File: src/sv/tcw_pkg.sv
// Shared types, codes and constants of the text console writer.
package tcw_pkg;

  // Default screen geometry.
  localparam int COLUMNS_DEF = 80;
  localparam int ROWS_DEF    = 25;

  // One cell: attribute in the high byte, character in the low byte.
  localparam int CELL_W = 16;

  localparam logic [7:0] BLANK_CHAR  = 8'h20;
  localparam logic [7:0] RESET_ATTR  = 8'h07;
  localparam logic [7:0] CHAR_LF     = 8'h0A;
  localparam logic [7:0] CHAR_CR     = 8'h0D;
  localparam logic       CURSOR_EN_RESET = 1'b1;

  // Request modes as they arrive on the input channel.
  localparam logic [2:0] MODE_PUT   = 3'd0;
  localparam logic [2:0] MODE_LEFT  = 3'd1;
  localparam logic [2:0] MODE_RIGHT = 3'd2;
  localparam logic [2:0] MODE_CLEAR = 3'd3;
  localparam logic [2:0] MODE_READ  = 3'd4;

  // Register index, taken from paddr bit 2.
  localparam logic REG_TEXT_ATTR = 1'b0;
  localparam logic REG_CURSOR_EN = 1'b1;

  // Entries in the queue between the front and the back.
  localparam int QUEUE_DEPTH = 2;

  // Operations after classification by the front.
  typedef enum logic [2:0] {
    OP_PUT,
    OP_NEWLINE,
    OP_LEFT,
    OP_RIGHT,
    OP_CLEAR,
    OP_READ,
    OP_NOP
  } op_t;

  typedef struct packed {
    op_t        op;
    logic [7:0] ch;
    logic [4:0] row;
    logic [6:0] col;
  } cmd_t;

  // Back-end sequencer states.
  typedef enum logic [2:0] {
    ST_INIT,
    ST_IDLE,
    ST_SCROLL,
    ST_BLANK,
    ST_CLEAR,
    ST_RESP
  } state_t;

  function automatic logic [CELL_W-1:0] make_cell(input logic [7:0] ch,
                                                  input logic [7:0] attr);
    return {attr, ch};
  endfunction

endpackage

File: src/sv/tcw_front.sv
// Front end: accepts requests, classifies them and queues them for the back end.
module tcw_front #(
  parameter int ROWS    = tcw_pkg::ROWS_DEF,
  parameter int COLUMNS = tcw_pkg::COLUMNS_DEF
) (
  input  logic          clk,
  input  logic          rst_n,
  input  logic          start,
  output logic          busy,
  input  logic [2:0]    in_mode,
  input  logic [7:0]    in_char_code,
  input  logic [4:0]    in_read_row,
  input  logic [6:0]    in_read_col,
  input  logic          init_done,
  output logic          q_valid,
  output tcw_pkg::cmd_t q_cmd,
  input  logic          q_pop
);

  localparam int PTR_W = $clog2(tcw_pkg::QUEUE_DEPTH);
  localparam int CNT_W = $clog2(tcw_pkg::QUEUE_DEPTH + 1);

  tcw_pkg::cmd_t    cmd_in;
  tcw_pkg::cmd_t    cmd_q_r [tcw_pkg::QUEUE_DEPTH];
  logic [PTR_W-1:0] wr_ptr_r, wr_ptr_nxt;
  logic [PTR_W-1:0] rd_ptr_r, rd_ptr_nxt;
  logic [CNT_W-1:0] count_r, count_nxt;
  logic             push;
  logic             row_ok;
  logic             col_ok;

  // A read outside the screen changes nothing, so it becomes a no-op.
  assign row_ok = ({2'b00, in_read_row} < 7'(ROWS));
  assign col_ok = ({1'b0, in_read_col} < 8'(COLUMNS));

  // Classify the request.
  always_comb begin
    cmd_in.op  = tcw_pkg::OP_NOP;
    cmd_in.ch  = in_char_code;
    cmd_in.row = in_read_row;
    cmd_in.col = in_read_col;
    unique case (in_mode)
      tcw_pkg::MODE_PUT: begin
        if (in_char_code == tcw_pkg::CHAR_LF || in_char_code == tcw_pkg::CHAR_CR) begin
          cmd_in.op = tcw_pkg::OP_NEWLINE;
        end else begin
          cmd_in.op = tcw_pkg::OP_PUT;
        end
      end
      tcw_pkg::MODE_LEFT:  cmd_in.op = tcw_pkg::OP_LEFT;
      tcw_pkg::MODE_RIGHT: cmd_in.op = tcw_pkg::OP_RIGHT;
      tcw_pkg::MODE_CLEAR: cmd_in.op = tcw_pkg::OP_CLEAR;
      tcw_pkg::MODE_READ: begin
        if (row_ok && col_ok) begin
          cmd_in.op = tcw_pkg::OP_READ;
        end
      end
      default: cmd_in.op = tcw_pkg::OP_NOP;
    endcase
  end

  // Hold requests off while the store is being cleared after reset or the queue is full.
  assign busy = !init_done || (count_r == CNT_W'(tcw_pkg::QUEUE_DEPTH));
  assign push = start && !busy;

  // Queue pointers and fill count.
  always_comb begin
    wr_ptr_nxt = push  ? PTR_W'(wr_ptr_r + 1'b1) : wr_ptr_r;
    rd_ptr_nxt = q_pop ? PTR_W'(rd_ptr_r + 1'b1) : rd_ptr_r;
    count_nxt  = count_r;
    if (push && !q_pop) begin
      count_nxt = CNT_W'(count_r + 1'b1);
    end else if (q_pop && !push) begin
      count_nxt = CNT_W'(count_r - 1'b1);
    end
  end

  always_ff @(posedge clk) begin
    if (!rst_n) begin
      wr_ptr_r <= '0;
      rd_ptr_r <= '0;
      count_r  <= '0;
    end else begin
      wr_ptr_r <= wr_ptr_nxt;
      rd_ptr_r <= rd_ptr_nxt;
      count_r  <= count_nxt;
    end
  end

  // Queue storage.
  always_ff @(posedge clk) begin
    if (push) begin
      cmd_q_r[wr_ptr_r] <= cmd_in;
    end
  end

  assign q_valid = (count_r != '0);
  assign q_cmd   = cmd_q_r[rd_ptr_r];

endmodule

File: config.mk
export PLATFORM = sky130hd
export DESIGN_NAME = tcw_front
export DESIGN_NICKNAME = d
export VERILOG_FILES = /design/src/sv/tcw_pkg.sv /design/src/sv/tcw_front.sv
export SDC_FILE = /design/constraint.sdc
export NUM_CORES = 1
export LEC_CHECK = 0
export CORE_UTILIZATION = 40
export CTS_CLUSTER_SIZE = 14
export DETAILED_ROUTE_END_ITERATION = 6
export DONT_BUFFER_PORTS = 1
export PLACE_DENSITY = 0.61
export SLEW_MARGIN = 20
export SYNTH_ARGS = -nofsm -noshare
export SYNTH_HDL_FRONTEND = slang
export SYNTH_SLANG_ARGS = --single-unit
File: constraint.sdc
create_clock -name clk -period 5.8 [get_ports clk]
set_clock_uncertainty 0.1 [all_clocks]
set_input_delay 1.16 -clock clk [delete_from_list [all_inputs] [get_ports clk]]
set_output_delay 1.16 -clock clk [all_outputs]
set_load 0.05 [all_outputs]
# After elaboration in Yosys (flattened, before gate mapping)
# Memories as Yosys holds them, arrays and structs flattened. A register that Yosys moved wholly into a read port is not among the register bits.
# Index checks and enable logic that the tools add are counted.
# totals
n_memories,1
mem_bits_ro,0
input_bits,28
latch_bits,0
ram_bits,46
ff_bits,4
# mem_list
memory,depth,word_bits,rd,rd_ports_with_merged_regs,wr,line,text
cmd_q_r,2,23,1,1,1,tcw_front.sv:24,tcw_pkg::cmd_t cmd_q_r [tcw_pkg::QUEUE_DEPTH];
# op_classes
n_bitwise,0
n_div,0
reduce_logical,13
n_eq_ne,7
magnitude_cmp,2
shifts,0
n_mux,9
mul,0
n_addsub,4
# ops
cell,n
$eq 8x4->1 const B,2
$pmux 3 s5,1
$lt 7x7->1 const B,1
$eq 3x2->1 const B,2
$mux 2,3
$lt 5x5->1 const B,1
$mux 1,5
$logic_and 1x1->1,4
$logic_not 1->1,4
$reduce_bool 2->1,2
$eq 3x1->1 const B,1
$eq 3x3->1 const B,1
$logic_not 3->1,1
$add 1x1->1 const B,2
$add 2x1->2 const B,1
$eq 2x2->1 const B,1
$logic_or 1x1->1,2
$sub 2x1->2 const B,1

# Logic depth before layout (Yosys ltp)
# depth
word_depth,8
mapped_depth,7
depth_no_buf,7

# Worst setup path after synthesis
# Ideal clock, no wire load.
# synth_path
path_type,input port to output port
start,in init_done
end,out busy
arrival_time_ns,1.487
setup_slack_ns,3.053
path_stages,1
cell_sequence,nand2_1
# synth_via
elab_chain_cells,2
# synth_rtl
element,line,text
from (decl),tcw_front.sv:14,"input logic init_done,"
$logic_not 1->1,tcw_front.sv:63,assign busy = !init_done || (count_r == CNT_W'(tcw_pkg::QUEUE_DEPTH));
$logic_or 1x1->1,tcw_front.sv:63,
to (decl),tcw_front.sv:9,"output logic busy,"
# Every way passes these cells.

==> reports/results.tsv <==
stage	metric	value	unit
status	status	completed	
die	initial core utilization	41.87	%
synthesis	post-synth top area share	69.39	%
worst_setup_path	Worst Path Required	4.54	ns
worst_setup_path	Crit path max-delay family	flip-flops	
drt	via count	943	
synthesis	synth warn	0	
finish	synthesis-to-finish area growth	7.857	%
synthesis	number of synthesized flops with an enable pin	46	
global_routing	number of global-route vias before repair	989	
global_routing	Remaining Overflow, GRT	0	
cts	hold buffers post-CTS	0	
placement	Placer Congestion	0.6177	
synthesis	register area share after synthesis	74.42	%
cts	Worst-Skew Late Latency	0.29	ns
sta	count of final hold-check violations	0	
finish	Final #Nets	149	
cts	TritonCTS Buffers	5	
pwr	Peak VDD IR	150.8	uV
sta	Slew Viols, Final	0	
synthesis	Netlist Area Pre-Place	1991	um^2
die	Ports	53	
drt	WL final	3216	um
synthesis	list of most frequent post-synthesis cells	edfxtp_1 (46), mux2_2 (23), nor2_1 (7), dfxtp_1 (5), inv_1 (5)	
worst_setup_path	critical path startpoint category	flip-flop	
synthesis	Seq cells post-synth	51	
synthesis	Post-Syn Nets	144	
worst_setup_path	RR Startpoint	count_r[0]	
sta	Tmin final	3.075	ns
drt	routed vias/inst	5.016	
cts	TritonCTS clock tree	yes	
cts	Clock Tree Root	clkbuf_8	
cts	H-tree Lvls	2	
sta	Tightest Pin Transition	0.9658	ns
synthesis	top post-synthesis cells by area	edfxtp_1 (69%), mux2_2 (13%), dfxtp_1 (5.0%)	
drt	starting DRC count in detailed routing	49	
synthesis	Synth Flop Type	edfxtp_1	
drt	routed length per placed instance	17.11	um
cts	CTS clk-pin slew, worst paths	0.08	ns
die	die area	5263	um^2
placement	Placed Cells	180	
pwr	pwr dens	346.0	nW/um^2
finish	antenna diode count	0	
die	CORE AREA	4755	um^2
sta	final period utilization	53.02	%
synthesis	Async SR Flop Fraction	0	%
die	site row count	25	
global_routing	global-route wire length before repair	4774	um
synthesis	post-synthesis average cell area	17.31	um^2
worst_setup_path	CP bufs+invs	0	
synthesis	Netlist cell types	26	
hold_path	Hold Crit Start	rd_ptr_r	
drt	DRC errors left	0	
cts	total of cells resized after clock tree synthesis	0	
drt	DRT Pass-1 Iters	4	
hold_path	Hold WC Path Type	flip-flop to flip-flop	
finish	layout cells sized above 1	26.45	%
sta	setup_tns	0	ns
worst_setup_path	Largest stage delay, worst path	0.96	ns
worst_setup_path	Arr. time, crit path	1.82	ns
die	Die Y-Extent	72.55	um
synthesis	most common cell in the netlist	edfxtp_1	
sta	Max-slew headroom	35.52	%
cts	setup bufs post-CTS	0	
die	chip width	72.55	um
sta	Final Setup Violations	0	
worst_setup_path	peak fanout along the critical path	23	
drt	Final ANT Viol Nets	0	
worst_setup_path	worst-path cell chain	mux2_2	
synthesis	largest area contributor in the netlist	edfxtp_1	
worst_setup_path	kind of critical path	flip-flop to primary output	
pwr	leakage power	0.6997	nW
cts	clock buffer depth	2	
worst_setup_path	CP max-delay cell	dfxtp_1	
global_routing	initial antenna violation count	0	
finish	Final Non-Filler Cells	188	
cts	# clock sinks	51	
synthesis	Syn Inst Count	115	
sta	Max Clk Rate	325.2	MHz
sta	RSZ-0062 raised after global routing	no	
global_routing	Global Route Usage Sum	12.76	%
placement	number of port buffers	0	
global_routing	largest net degree at the start of global routing	24	
worst_setup_path	Crit. End Element	primary output	
flow_run	Max Cap Viol	0	
stage by stage:
step | setup slack (ns) | util [%] | hold slack (ns) | power (mW) | instance area, um^2
2_1_floorplan | 3.053 | - | 0.3799 | 0.5550 | 1991
3_3_place_gp | 2.986 | 43.37 | 0.4019 | 0.5636 | 2062
3_5_place_dp | 2.939 | 43.47 | 0.4078 | 0.5687 | 2067
4_1_cts | 2.620 | 45.16 | 0.4387 | 0.7504 | 2147
5_1_grt | 2.565 | 45.16 | 0.4788 | 0.7730 | 2147
6_report | 2.725 | 45.16 | 0.4309 | 0.7429 | 2147
report_power, final:
group / switching [mW] / internal (mW) / leakage (nW)
sequential: 0.0125 / 0.422 / 0.462
clock: 0.103 / 0.0824 / 0.0403
combinational: 0.0937 / 0.0299 / 0.197
total: 0.209 / 0.534 / 0.700
layer usage:
layer  part of all wire [%]  routed length [um]  global-route usage (%)  vias to the layer above
met4                   0.62                  20                   3.922                        0
met1                     35                1131                   12.47                      469
met3                    5.9                 189                   5.000                        2
met5                      0                   0                       0                        -
li1                       -                   -                       -                      445
met2                     58                1875                   24.40                       27
cell usage in the layout, fill, tap and decap left out, types with 2 or more instances in the layout:
cell,count
a21oi_1,3
clkbuf_8,5
clkinv_1,2
dfxtp_1,5
edfxtp_1,46
inv_1,5
mux2_2,23
nand2_1,2
nand4_1,2
nor2_1,6
o21ai_0,2
xor2_1,3
layout make-up:
class	count	area, um^2
well taps	67	83.83
inverters	5	18.77
flip-flops and latches	51	1481
multi-input cells	57	483.0
fillers	441	2608
clock inverters	2	7.507
clock buffers	6	72.57
path summary, 6_finish.rpt:
kind / cells past startpoint / slack, ns / end
max: 1 / 2.72 / q_cmd[8]
min: 2 / 0.43 / flip-flop
max reg2reg: 3 / 3.91 / cmd_q_r[0][19]
min reg2reg: 2 / 0.43 / flip-flop
cell families after synthesis:
| logic type | Yosys count | share of synthesized area (%) |
|---|---|---|
| multiplexers | 23 | 13.01 |
| adder cells (fa/ha/maj) | 1 | 0.6284 |
| flip-flops | 51 | 74.42 |
| AO/OA/AOI/OAI | 10 | 3.206 |
| XOR/XNOR | 4 | 1.760 |
| AND/OR/NAND/NOR | 19 | 5.280 |
| buffers and inverters | 7 | 1.697 |
sequential cells by signal, summed over array words and instances, names as in the netlist, named ones only:
name,count
cmd_q_r,46
count_r,2
rd_ptr_r,1
wr_ptr_r,1
(Power assumes the default switching activity.)
